## src/bct_pkg.sv

```systemverilog
// shared types and constants of the bezier curve tessellator
// no dependencies
`timescale 1ns / 1ps

package bct_pkg;

  localparam int TESS_BITS = 6;
  localparam logic [TESS_BITS-1:0] TESS_RESET = 6'd10;

  typedef enum logic [3:0] {
    ST_IDLE,
    ST_LOAD,
    ST_MUL,
    ST_PRE,
    ST_DIV,
    ST_FIX,
    ST_STORE,
    ST_EMIT,
    ST_DONE
  } state_t;

  // controller to datapath
  typedef struct packed {
    logic                 accept;
    logic [1:0]           slot;
    logic                 load_p;
    logic                 mul;
    logic                 pre;
    logic                 div_step;
    logic                 fix;
    logic                 level_last;
    logic [1:0]           lev;
    logic                 store;
    logic [1:0]           coord;
    logic                 emit;
    logic                 last;
    logic [TESS_BITS-1:0] l;
    logic                 shift_window;
  } cmd_t;

  // datapath to controller
  typedef struct packed {
    logic [TESS_BITS-1:0] tess_eff;
    logic                 out_free;
  } status_t;

endpackage

```

## src/bct_if.sv

```systemverilog
// word channels of the bezier curve tessellator: control points in, curve points out
// no dependencies
`timescale 1ns / 1ps

interface bct_pt_if;
  logic               valid;
  logic               ready;
  logic signed [31:0] point_x;
  logic signed [31:0] point_y;
  logic signed [31:0] point_z;
  logic               curve_end;

  modport source (output valid, point_x, point_y, point_z, curve_end, input ready);
  modport sink (input valid, point_x, point_y, point_z, curve_end, output ready);
endinterface

interface bct_curve_if;
  logic               valid;
  logic               ready;
  logic signed [31:0] curve_x;
  logic signed [31:0] curve_y;
  logic signed [31:0] curve_z;
  logic               run_last;

  modport source (output valid, curve_x, curve_y, curve_z, run_last, input ready);
  modport sink (input valid, curve_x, curve_y, curve_z, run_last, output ready);
endinterface

```

## src/bezier_curve_tessellator.sv

```systemverilog
// a point that does not complete a segment is only written into the window; a completing point
// yields T+1 curve points, T the tessellation; per point and coordinate the lerp unit loads the row,
// runs multiply, prepare, bit-serial divide and fix for each lerp of every level, then stores
// throughput: one control point at a time; a finished word waits in the output register
// reset: tessellation 10, window empty, output empty; no clearing pass
// top level: joins controller, datapath and the two word channels; depends on bct_pkg, bct_if, bct_ctrl, bct_dp
`timescale 1ns / 1ps

module bezier_curve_tessellator #(
  parameter int MAX_TESSELLATION = 63,
  parameter int COORD_BITS = 32
) (
  input  logic                          clk,
  input  logic                          rst,
  input  logic                          tessellation_we,
  input  logic [bct_pkg::TESS_BITS-1:0] tessellation_wdata,
  bct_pt_if.sink                        ctrl_pt,
  bct_curve_if.source                   curve_pt
);

  bct_pkg::cmd_t    cmd;
  bct_pkg::status_t status;

  // sequencing
  bct_ctrl #(
    .COORD_BITS(COORD_BITS)
  ) u_ctrl (
    .clk      (clk),
    .rst      (rst),
    .in_valid (ctrl_pt.valid),
    .curve_end(ctrl_pt.curve_end),
    .in_ready (ctrl_pt.ready),
    .status   (status),
    .cmd      (cmd)
  );

  // arithmetic and storage
  bct_dp #(
    .COORD_BITS      (COORD_BITS),
    .MAX_TESSELLATION(MAX_TESSELLATION)
  ) u_dp (
    .clk               (clk),
    .rst               (rst),
    .tessellation_we   (tessellation_we),
    .tessellation_wdata(tessellation_wdata),
    .point_x           (ctrl_pt.point_x),
    .point_y           (ctrl_pt.point_y),
    .point_z           (ctrl_pt.point_z),
    .cmd               (cmd),
    .status            (status),
    .out_valid         (curve_pt.valid),
    .out_ready         (curve_pt.ready),
    .curve_x           (curve_pt.curve_x),
    .curve_y           (curve_pt.curve_y),
    .curve_z           (curve_pt.curve_z),
    .run_last          (curve_pt.run_last)
  );

endmodule

```

## src/bct_dp.sv

```systemverilog
// datapath: control point window, serial lerp unit with bit-serial divider, output register
// depends on bct_pkg
`timescale 1ns / 1ps

module bct_dp #(
  parameter int COORD_BITS = 32,
  parameter int MAX_TESSELLATION = 63
) (
  input  logic                           clk,
  input  logic                           rst,
  input  logic                           tessellation_we,
  input  logic [bct_pkg::TESS_BITS-1:0]  tessellation_wdata,
  input  logic signed [31:0]             point_x,
  input  logic signed [31:0]             point_y,
  input  logic signed [31:0]             point_z,
  input  bct_pkg::cmd_t                  cmd,
  output bct_pkg::status_t               status,
  output logic                           out_valid,
  input  logic                           out_ready,
  output logic signed [31:0]             curve_x,
  output logic signed [31:0]             curve_y,
  output logic signed [31:0]             curve_z,
  output logic                           run_last
);

  localparam int CW = COORD_BITS;
  localparam int DW = COORD_BITS + 8;
  localparam int TB = bct_pkg::TESS_BITS;

  function automatic logic signed [CW-1:0] sat_in(input logic signed [31:0] x);
    logic signed [63:0] v;
    logic signed [63:0] hi;
    logic signed [63:0] lo;
    v  = 64'(x);
    hi = (64'sd1 <<< (CW - 1)) - 64'sd1;
    lo = -hi - 64'sd1;
    if (v > hi) v = hi;
    if (v < lo) v = lo;
    return CW'(v);
  endfunction

  function automatic logic signed [31:0] sat_out(input logic signed [CW-1:0] x);
    logic signed [63:0] v;
    v = 64'(x);
    if (v > 64'sd2147483647) v = 64'sd2147483647;
    if (v < -64'sd2147483648) v = -64'sd2147483648;
    return 32'(v);
  endfunction

  logic [TB-1:0]          tess;
  logic [TB-1:0]          tess_eff;
  logic signed [CW-1:0]   win [4][3];
  logic signed [CW-1:0]   p [4];
  logic signed [CW-1:0]   res [3];
  logic signed [DW-1:0]   prod;
  logic [DW-1:0]          mag;
  logic [DW-1:0]          quo;
  logic [TB-1:0]          rem;
  logic                   neg;
  logic signed [CW:0]     diff;
  logic signed [TB:0]     l_s;
  logic signed [DW-1:0]   dsum;
  logic [TB:0]            trial;
  logic                   qbit;
  logic signed [DW:0]     qs;
  logic signed [DW:0]     fq;
  logic signed [DW:0]     qsum;
  logic signed [CW-1:0]   q;

  // tessellation register and its clamped value
  always_ff @(posedge clk) begin
    if (rst) begin
      tess <= bct_pkg::TESS_RESET;
    end else if (tessellation_we) begin
      tess <= tessellation_wdata;
    end
  end

  always_comb begin
    if (tess == '0) begin
      tess_eff = TB'(1);
    end else if (tess > TB'(MAX_TESSELLATION)) begin
      tess_eff = TB'(MAX_TESSELLATION);
    end else begin
      tess_eff = tess;
    end
  end

  // control point window
  always_ff @(posedge clk) begin
    if (cmd.accept) begin
      win[cmd.slot][0] <= sat_in(point_x);
      win[cmd.slot][1] <= sat_in(point_y);
      win[cmd.slot][2] <= sat_in(point_z);
    end else if (cmd.shift_window) begin
      win[0][0] <= win[3][0];
      win[0][1] <= win[3][1];
      win[0][2] <= win[3][2];
    end
  end

  // lerp arithmetic around the serial divider
  always_comb begin
    diff  = $signed({p[1][CW-1], p[1]}) - $signed({p[0][CW-1], p[0]});
    l_s   = $signed({1'b0, cmd.l});
    dsum  = prod + $signed(DW'(tess_eff >> 1));
    trial = {rem, mag[DW-1]};
    qbit  = (trial >= {1'b0, tess_eff});
    qs    = $signed({1'b0, quo});
    // floor for a negative numerator: minus quotient, one lower on a remainder
    if (neg) begin
      fq = (rem != '0) ? ~qs : -qs;
    end else begin
      fq = qs;
    end
    qsum = fq + (DW+1)'(p[0]);
    q    = qsum[CW-1:0];
  end

  always_ff @(posedge clk) begin
    if (cmd.mul) begin
      prod <= diff * l_s;
    end
    if (cmd.pre) begin
      neg <= dsum[DW-1];
      mag <= dsum[DW-1] ? DW'(-dsum) : DW'(dsum);
      rem <= '0;
    end else if (cmd.div_step) begin
      mag <= {mag[DW-2:0], 1'b0};
      quo <= {quo[DW-2:0], qbit};
      rem <= qbit ? TB'(trial - {1'b0, tess_eff}) : trial[TB-1:0];
    end
  end

  // de casteljau working row: reads at the low end, result lands at the level top
  always_ff @(posedge clk) begin
    if (cmd.load_p) begin
      for (int k = 0; k < 4; k++) begin
        p[k] <= win[k][cmd.coord];
      end
    end else if (cmd.fix) begin
      if (cmd.level_last) begin
        p[0] <= p[2];
        p[1] <= p[3];
        p[cmd.lev - 2'd1] <= q;
      end else begin
        p[0] <= p[1];
        p[1] <= p[2];
        p[2] <= p[3];
        p[cmd.lev] <= q;
      end
    end
  end

  // finished coordinates of the current curve point
  always_ff @(posedge clk) begin
    if (cmd.store) begin
      res[cmd.coord] <= p[0];
    end
  end

  // output word register
  always_ff @(posedge clk) begin
    if (rst) begin
      out_valid <= 1'b0;
    end else if (cmd.emit) begin
      out_valid <= 1'b1;
    end else if (out_ready) begin
      out_valid <= 1'b0;
    end
  end

  always_ff @(posedge clk) begin
    if (cmd.emit) begin
      curve_x  <= sat_out(res[0]);
      curve_y  <= sat_out(res[1]);
      curve_z  <= sat_out(res[2]);
      run_last <= cmd.last;
    end
  end

  // status back to the controller
  always_comb begin
    status.tess_eff = tess_eff;
    status.out_free = !out_valid || out_ready;
  end

endmodule

```

## src/bct_ctrl.sv

```systemverilog
// controller: sequences window writes, lerp levels, coordinates and curve points
// depends on bct_pkg
`timescale 1ns / 1ps

module bct_ctrl #(
  parameter int COORD_BITS = 32
) (
  input  logic             clk,
  input  logic             rst,
  input  logic             in_valid,
  input  logic             curve_end,
  output logic             in_ready,
  input  bct_pkg::status_t status,
  output bct_pkg::cmd_t    cmd
);

  localparam int DW = COORD_BITS + 8;
  localparam int CB = $clog2(DW);
  localparam int TB = bct_pkg::TESS_BITS;

  bct_pkg::state_t state;
  bct_pkg::state_t state_next;
  logic [1:0]      held;
  logic            end_flag;
  logic [TB-1:0]   l;
  logic [1:0]      coord;
  logic [1:0]      lev;
  logic [1:0]      j;
  logic [CB-1:0]   cnt;
  logic            level_last;
  logic            at_last;

  assign level_last = (j == lev - 2'd1);
  assign at_last    = (l == status.tess_eff);

  // next state
  always_comb begin
    state_next = state;
    unique case (state)
      bct_pkg::ST_IDLE: begin
        if (in_valid && held == 2'd3) state_next = bct_pkg::ST_LOAD;
      end
      bct_pkg::ST_LOAD: state_next = bct_pkg::ST_MUL;
      bct_pkg::ST_MUL:  state_next = bct_pkg::ST_PRE;
      bct_pkg::ST_PRE:  state_next = bct_pkg::ST_DIV;
      bct_pkg::ST_DIV: begin
        if (cnt == CB'(DW - 1)) state_next = bct_pkg::ST_FIX;
      end
      bct_pkg::ST_FIX: begin
        state_next = (level_last && lev == 2'd1) ? bct_pkg::ST_STORE : bct_pkg::ST_MUL;
      end
      bct_pkg::ST_STORE: begin
        state_next = (coord == 2'd2) ? bct_pkg::ST_EMIT : bct_pkg::ST_LOAD;
      end
      bct_pkg::ST_EMIT: begin
        if (status.out_free) state_next = at_last ? bct_pkg::ST_DONE : bct_pkg::ST_LOAD;
      end
      bct_pkg::ST_DONE: state_next = bct_pkg::ST_IDLE;
      default:          state_next = bct_pkg::ST_IDLE;
    endcase
  end

  // commands
  always_comb begin
    cmd            = '0;
    cmd.slot       = held;
    cmd.coord      = coord;
    cmd.lev        = lev;
    cmd.level_last = level_last;
    cmd.l          = l;
    cmd.last       = at_last;
    in_ready       = 1'b0;
    unique case (state)
      bct_pkg::ST_IDLE: begin
        in_ready   = 1'b1;
        cmd.accept = in_valid;
      end
      bct_pkg::ST_LOAD:  cmd.load_p = 1'b1;
      bct_pkg::ST_MUL:   cmd.mul = 1'b1;
      bct_pkg::ST_PRE:   cmd.pre = 1'b1;
      bct_pkg::ST_DIV:   cmd.div_step = 1'b1;
      bct_pkg::ST_FIX:   cmd.fix = 1'b1;
      bct_pkg::ST_STORE: cmd.store = 1'b1;
      bct_pkg::ST_EMIT:  cmd.emit = status.out_free;
      bct_pkg::ST_DONE:  cmd.shift_window = 1'b1;
      default: ;
    endcase
  end

  always_ff @(posedge clk) begin
    if (rst) begin
      state <= bct_pkg::ST_IDLE;
    end else begin
      state <= state_next;
    end
  end

  // loop counters and window fill
  always_ff @(posedge clk) begin
    if (rst) begin
      held     <= '0;
      end_flag <= 1'b0;
      l        <= '0;
      coord    <= '0;
      lev      <= '0;
      j        <= '0;
      cnt      <= '0;
    end else begin
      case (state)
        bct_pkg::ST_IDLE: begin
          if (in_valid) begin
            end_flag <= curve_end;
            l        <= '0;
            coord    <= '0;
            if (held != 2'd3) held <= curve_end ? 2'd0 : held + 2'd1;
          end
        end
        bct_pkg::ST_LOAD: begin
          lev <= 2'd3;
          j   <= '0;
        end
        bct_pkg::ST_PRE: cnt <= '0;
        bct_pkg::ST_DIV: cnt <= cnt + CB'(1);
        bct_pkg::ST_FIX: begin
          if (level_last) begin
            lev <= lev - 2'd1;
            j   <= '0;
          end else begin
            j <= j + 2'd1;
          end
        end
        bct_pkg::ST_STORE: coord <= coord + 2'd1;
        bct_pkg::ST_EMIT: begin
          if (status.out_free && !at_last) begin
            l     <= l + TB'(1);
            coord <= '0;
          end
        end
        bct_pkg::ST_DONE: held <= end_flag ? 2'd0 : 2'd1;
        default: ;
      endcase
    end
  end

endmodule

```

## src/flat_wrapper.sv

```systemverilog
// flat-port wrapper written by rule: the top's interface ports become plain ports
module bezier_curve_tessellator_flat 
#(
  parameter int MAX_TESSELLATION = 63,
  parameter int COORD_BITS = 32
)
  (clk, rst, tessellation_we, tessellation_wdata, ctrl_pt_valid, ctrl_pt_point_x, ctrl_pt_point_y, ctrl_pt_point_z, ctrl_pt_curve_end, ctrl_pt_ready, curve_pt_valid, curve_pt_curve_x, curve_pt_curve_y, curve_pt_curve_z, curve_pt_run_last, curve_pt_ready);
  bct_pt_if ctrl_pt_i ();
  bct_curve_if curve_pt_i ();
  input  logic clk;
  input  logic rst;
  input  logic tessellation_we;
  input  logic [bct_pkg::TESS_BITS-1:0] tessellation_wdata;
  input wire logic [$bits(ctrl_pt_i.valid)-1:0] ctrl_pt_valid;
  input wire logic [$bits(ctrl_pt_i.point_x)-1:0] ctrl_pt_point_x;
  input wire logic [$bits(ctrl_pt_i.point_y)-1:0] ctrl_pt_point_y;
  input wire logic [$bits(ctrl_pt_i.point_z)-1:0] ctrl_pt_point_z;
  input wire logic [$bits(ctrl_pt_i.curve_end)-1:0] ctrl_pt_curve_end;
  output wire logic [$bits(ctrl_pt_i.ready)-1:0] ctrl_pt_ready;
  output wire logic [$bits(curve_pt_i.valid)-1:0] curve_pt_valid;
  output wire logic [$bits(curve_pt_i.curve_x)-1:0] curve_pt_curve_x;
  output wire logic [$bits(curve_pt_i.curve_y)-1:0] curve_pt_curve_y;
  output wire logic [$bits(curve_pt_i.curve_z)-1:0] curve_pt_curve_z;
  output wire logic [$bits(curve_pt_i.run_last)-1:0] curve_pt_run_last;
  input wire logic [$bits(curve_pt_i.ready)-1:0] curve_pt_ready;
  assign ctrl_pt_i.valid = ctrl_pt_valid;
  assign ctrl_pt_i.point_x = ctrl_pt_point_x;
  assign ctrl_pt_i.point_y = ctrl_pt_point_y;
  assign ctrl_pt_i.point_z = ctrl_pt_point_z;
  assign ctrl_pt_i.curve_end = ctrl_pt_curve_end;
  assign ctrl_pt_ready = ctrl_pt_i.ready;
  assign curve_pt_valid = curve_pt_i.valid;
  assign curve_pt_curve_x = curve_pt_i.curve_x;
  assign curve_pt_curve_y = curve_pt_i.curve_y;
  assign curve_pt_curve_z = curve_pt_i.curve_z;
  assign curve_pt_run_last = curve_pt_i.run_last;
  assign curve_pt_i.ready = curve_pt_ready;
  bezier_curve_tessellator #(.MAX_TESSELLATION(MAX_TESSELLATION), .COORD_BITS(COORD_BITS)) u_core (.clk(clk), .rst(rst), .tessellation_we(tessellation_we), .tessellation_wdata(tessellation_wdata), .ctrl_pt(ctrl_pt_i), .curve_pt(curve_pt_i));
endmodule
```

## config.mk

```make
export PLATFORM = sky130hd
export DESIGN_NAME = bezier_curve_tessellator_flat
export DESIGN_NICKNAME = d
export VERILOG_FILES = /design/src/bct_pkg.sv /design/src/bct_if.sv /design/src/bezier_curve_tessellator.sv /design/src/bct_dp.sv /design/src/bct_ctrl.sv /design/src/flat_wrapper.sv
export SDC_FILE = /design/constraint.sdc
export NUM_CORES = 2
export LEC_CHECK = 0
export BUFFER_PORTS_ARGS = -buffer_cell sky130_fd_sc_hd__buf_2
export CAP_MARGIN = 40
export CORE_ASPECT_RATIO = 0.5
export CORE_MARGIN = 4
export CORE_UTILIZATION = 48
export CTS_CLUSTER_SIZE = 25
export DETAILED_ROUTE_END_ITERATION = 12
export PLACE_DENSITY_LB_ADDON = 0.08
export SKIP_CTS_REPAIR_TIMING = 1
export SLEW_MARGIN = 20
export SYNTH_ARGS = -nofsm -noshare
export SYNTH_HDL_FRONTEND = slang
export SYNTH_SLANG_ARGS = --single-unit
```

## constraint.sdc

```tcl
create_clock -name clk -period 14.9 [get_ports clk]
set_input_delay 0.745 -clock clk [delete_from_list [all_inputs] [get_ports clk]]
set_output_delay 0.745 -clock clk [all_outputs]
set_load 0.01 [all_outputs]
```

* Yosys cells after proc, flatten, opt, wreduce, memory -nomap -nowiden *
Memory sizes are Yosys's and may differ from the RTL's.
Index checks and enable logic that the tools add are counted.

word-level totals
  register bits = 248
  memory bits (writable) = 608
  input port bits = 108
  output and inout bits = 99
  logic and storage cells = 210
  memories kept = 3

cells by class
  add/subtract/negate cells = 12
  multiply operators = 1
  $lt $le $gt $ge = 15
  equal/unequal tests = 22
  muxes and demuxes = 104
  bitwise gates (word level) = 8
  reductions and logical operators = 26

memory list
  memory           depth  bits a word  read ports  clocked after Yosys merged registers in  write ports  line          source
  u_core.u_dp.win  4      96           4           0                                        1            bct_dp.sv:52  logic signed [CW-1:0] win [4][3];
  u_core.u_dp.p    4      32           4           0                                        4            bct_dp.sv:53  logic signed [CW-1:0] p [4];
  u_core.u_dp.res  3      32           3           0                                        1            bct_dp.sv:54  logic signed [CW-1:0] res [3];

operator list
  kind                    count
  $mux W64                12
  $mux W32                23
  $lt A64 B32 Y1 const B  6
  $bmux W32 S2            4
  $gt A32 B32 Y1 const B  6
  $mux W40                3
  $mux W96                1
  $reduce_or A96 Y1       1
  $reduce_or A32 Y1       2
  $add A40 B6 Y40         1
  $mul A33 B7 Y40         1
  $neg A40 Y40            1
  $mux W1                 33
  $sub A32 B32 Y33        1
  $add A32 B32 Y32        1
  $neg A32 Y32            1
  $not A32 Y32            1
  $pmux W4 S8             1
  $mux W6                 5
  $pmux W6 S2             2
  $mux W2                 10
  $eq A4 B3 Y1 const B    4
  $mux W4                 4
  $ne A2 B2 Y1 const B    8
  other kinds (31)        56

* Longest topological paths before layout *
  depth in word-level cells = 8
  gate-level depth with buffers = 31
  gate-level depth less buffers = 30

* Modules after synthesis *
Synthesis repeated with hierarchy kept, for this count alone.

unflattened totals
  cell total of the unflattened synthesis = 4041
  area total of the unflattened synthesis = 47817.1 um^2

modules (own cells, without submodules)
  module    times used  cells each  area each (um^2)  sequential area each (um^2)
  bct_dp    1           3864        46295.7           24823.8
  bct_ctrl  1           177         1521.5            500.5

* Least setup slack after synthesis *
No wires, ideal clock.

  path kind = register to register
  start = register u_core.u_ctrl.state[1]
  end = memory u_core.u_dp.win[1][0] (netlist bit) (enable)
  setup time = 0.689 ns
  arrival time = 8.409 ns
  data required time = 14.211 ns
  setup slack = 5.803 ns
  cell stages (with the launch flop) = 5
  buffers on the path = 1
  clock period less this slack = 9.097 ns
  cell sequence = dfxtp_1 -> clkbuf_1 -> nor4_1 -> nand2_1 -> nor3b_1

between the ends
  word-level cells in the longest chain between the ends = 7
  elaborated cells between the ends (all ways) = 12
  classes of those cells = eq/ne: 1; mux: 9; reduce/logical: 2

RTL lines
  element                                              line                                      source
  start: declaration                                   bct_ctrl.sv:21                            bct_pkg::state_t state;
  start signal: assignment                             bct_ctrl.sv:92                            state <= bct_pkg::ST_IDLE;
  start signal: assignment                             bct_ctrl.sv:94                            state <= state_next;
  $eq A4 B4 Y1                                         bct_ctrl.sv:73                            unique case (state)
  $mux W1                                              bct_ctrl.sv:73
  $mux W1                                              bct_dp.sv:95                              end else if (cmd.shift_window) begin
  $mux W1                                              bct_dp.sv:91                              if (cmd.accept) begin
  $mux W1 (implied by the code)                        bct_dp.sv:96, bct_dp.sv:97, bct_dp.sv:98
  $reduce_or A96 Y1 (no source line)                   --
  $mux W2 (no source line) or $mux W1 (tied branches)  --
  end: declaration                                     bct_dp.sv:52

Several ways; a longest one is shown, not always the timed one.

==> flow_summary_export.csv <==
group,metric,value,unit
cells_and_area,nets,4514,
die,die_w,452,um
worst_setup_path,r2r_end,"u_core.u_dp.prod[35]",
worst_setup_path,critPathKind,"reg -> reg",
routing,drt-total-wl,123,mm
sta,setup_tns,0,ns
cells_and_area,drive_above_1_share,0.148,
sta,setup_viol,0,
worst_setup_path,r2r_start,"u_core.u_dp.p[0][15]",
routing,vias,31400,
synth,synth_mux_area_frac,0.0551,
cells_and_area,antenna_cells,0,
cells_and_area,final_common_cell,"edfxtp_1",
cells_and_area,multi_input_area,0.0200,mm2
worst_setup_path,setup.worst_path.end_class,"register",
min_path,hold-path-endpoint,"u_core.u_dp.tess[5]",
sta,tightest_slew,0.940,ns
placed_design,placed_cells,5339,
synth,synth_top_family_by_area,"simple AND/OR/NAND/NOR gates",
worst_setup_path,critPathMaxStageDelay,0.68,ns
routing,drc,0,
clocking,cts_tree,"yes",
sta,post-route-period-util,0.538,
synth,synth_compound_area_frac,0.112,
clocking,clock_latency,0.71,ns
die,rows,81,
sta,finalHoldViolCount,0,
min_path,min_from,"tessellation_wdata[5]",
clocking,path_clk_slew,0.07,ns
synth,synth-edff-count,818,
cells_and_area,fillerInstances,8392,
sta,grt_setup_unrepaired,"false",
min_path,min_path_cells,3,
worst_setup_path,rr_worst_depth,28,
global_route,grt_pass1_vias,30500,
job,max-cap-violations,0,
clocking,cts-root-buf,"clkbuf_16",
sta,clock_skew,0.0471,ns
synth,synthFlopType,"edfxtp_1",
global_route,grt_usage,0.236,
synth,post_synth.cell_area_avg,11.7,um2
synth,yosysWarnings,0,
worst_setup_path,crit_path_frequent_cell,"fa_1",
synth,yosysSeqAreaShare,0.534,
sta,slew_headroom,0.374,
die,die-area,0.104,mm2
cells_and_area,ff_latch_area,0.0253,mm2
synth,synthSimpleGateAreaFrac,0.113,
power,peakVddDrop,0.0000893,V
power,p_leak,0.0195,uW
die,core-area,0.0978,mm2
synth,synthAdderAreaFrac,0.102,
cells_and_area,final_cell_mix,"edfxtp_1 (818), nand2_1 (415), inv_1 (254), buf_2 (207), a21oi_1 (185)",
sta,fin_ws,6.88,ns
routing,wl_per_cell,22.4,um
cells_and_area,fin_cells,5495,
worst_setup_path,start_kind,"register",
die,dieHeight,230,um
placed_design,place_congestion,0.902,
global_route,grt_max_degree,101,
synth,ys_types,92,
min_path,hold_path_class,"in -> reg",
synth,syn_area,0.0474,mm2
power,powerDensity,150,mW/mm2
clocking,cts_buffer_depth,3,
placed_design,hpwl,85.9,mm
sta,slew_violations,0,
sta,max_clock_freq,125,MHz
clocking,clock-sinks,856,
synth,synth_xor_area_frac,0.0390,
die,start_util,0.484,
worst_setup_path,worstPathMaxFanout,22,
placed_design,port-buffer-count,206,
sta,fin_crit,8.02,ns
routing,drtIter0Drc,2956,
worst_setup_path,crit_arrival,8.46,ns
worst_setup_path,critPathSlowestCell,"ha_1",
routing,ant_nets,0,
run_status,outcome,"finished clean",
worst_setup_path,r2r_setup_slack,6.88,ns
global_route,antenna_found_initial,3,
die,ios,207,
power,power,7860,uW
synth,synth-seq-cells,856,
synth,postSynthCellCount,4057,
worst_setup_path,cp.required,15.34,ns
clocking,htree_levels,3,
synth,syn-num-nets,4467,
cells_and_area,fin_util,0.537,
global_route,gr-total-overflow,0,
clocking,cts_buffers,82,
routing,viasPerCell,5.72,
routing,drt-pass1-iter-count,6,
cells_and_area,area_growth,10.7,%
synth,synthArstFlopShare,0,
global_route,grt_first_pass_wirelength,189,mm
placed_design,dpl_worst_slack,6.64,ns
sequential cells by signal, summed over array words and instances (netlist names), 2 cells and up:
register and flops:
u_core.u_dp.curve_z 32, u_core.u_dp.prod 40, u_core.u_ctrl.state 4, u_core.u_dp.p 128
u_core.u_dp.rem 6, u_core.u_dp.curve_y 32, u_core.u_dp.quo 32, u_core.u_dp.res 96
u_core.u_ctrl.l 6, u_core.u_dp.win 384, u_core.u_ctrl.lev 2, u_core.u_ctrl.held 2
u_core.u_dp.curve_x 32, u_core.u_ctrl.j 2, u_core.u_dp.mag 40, u_core.u_ctrl.cnt 6
u_core.u_dp.tess 6, u_core.u_ctrl.coord 2
critical path: cells and delay by family (launching register included):
family	cells	cell delay, ns
compound gates	11	2.32
xor+xnor	2	0.53
fa+ha+maj	6	3.02
buf+inv	3	0.17
flops	1	0.49
simple gates	6	1.23
how the worst max path moves through the flow:
stage / slack [ns] / startpoint / depth (start not counted) / to
after floorplan: 5.80 / u_core.u_ctrl.state[1] / 4 / u_core.u_dp.win[1][0]
after global placement: 6.80 / u_core.u_dp.p[0][1] / 28 / u_core.u_dp.prod[35]
after detailed placement: 6.64 / u_core.u_dp.p[0][1] / 28 / u_core.u_dp.prod[35]
after CTS: 6.63 / u_core.u_dp.p[0][1] / 28 / u_core.u_dp.prod[35]
after global routing: 6.36 / u_core.u_dp.p[0][15] / 28 / u_core.u_dp.prod[35]
final: 6.88 / u_core.u_dp.p[0][15] / 28 / u_core.u_dp.prod[35]
logic make-up (layout without fill, tap and decap cells):
group / count (synthesis) / count (layout)
AND/OR/NAND/NOR: 1085 / 1085
flip-flops: 856 / 856
AO/OA/AOI/OAI: 800 / 800
buffers and inverters: 561 / 671
adder cells (fa/ha/maj): 302 / 302
multiplexers: 242 / 242
XOR/XNOR: 211 / 211
metrics by stage:
stage | cell area [um2] | hold WS [ns]
2_1_floorplan | 47400 | 0.417
6_report | 52500 | 0.292
3_5_place_dp | 49600 | 0.405
3_3_place_gp | 49400 | 0.401
5_1_grt | 52500 | 0.259
4_1_cts | 52300 | 0.225
area by class of cell:
| class | count | area share |
|---|---|---|
| flip-flops and latches | 856 | 0.483 |
| multi-input cells | 2640 | 0.382 |
| clock buffers | 88 | 0.0399 |
| repair buffers | 269 | 0.0330 |
| well taps | 1328 | 0.0317 |
| inverters | 255 | 0.0182 |
| clock inverters | 59 | 0.0126 |
Yosys cell counts (17+ instances only):
cell type	count	area, um2
ha_1	163	2040
and3_1	24	150
dfxtp_1	38	761
mux2_2	152	1710
and2_1	141	882
o21a_1	18	135
nand2_1	420	1580
o211ai_1	117	878
nor4_1	18	113
mux2i_1	90	901
o21ai_1	17	85.1
o21ai_0	186	931
a31oi_1	20	125
nand3_1	138	691
a211oi_1	17	128
o21bai_1	23	173
xor2_1	66	578
nor3_1	47	235
clkbuf_1	283	1060
o31ai_1	22	165
edfxtp_1	818	24600
xnor2_1	145	1270
nor2_1	139	522
a21o_1	58	435
a221oi_1	51	447
nor2b_1	33	206
fa_1	139	2780
inv_1	254	953
nand4_1	24	150
a21oi_1	186	931
routing by layer:
metal | GRT usage | part of all wire | vias up
met5 | 0 | 0.000073 | -
met4 | 0.0389 | 0.013 | 2
met3 | 0.0393 | 0.065 | 127
met2 | 0.349 | 0.43 | 923
met1 | 0.368 | 0.49 | 15700
li1 | - | - | 14700
power breakdown:
group	switching [uW]	internal [uW]	leakage [uW]
sequential	281	3070	0.00776
clock	967	1200	0.00131
combinational	1570	768	0.0104
total	2820	5040	0.0195
Note: power is estimated with default switching activity, not from simulation.
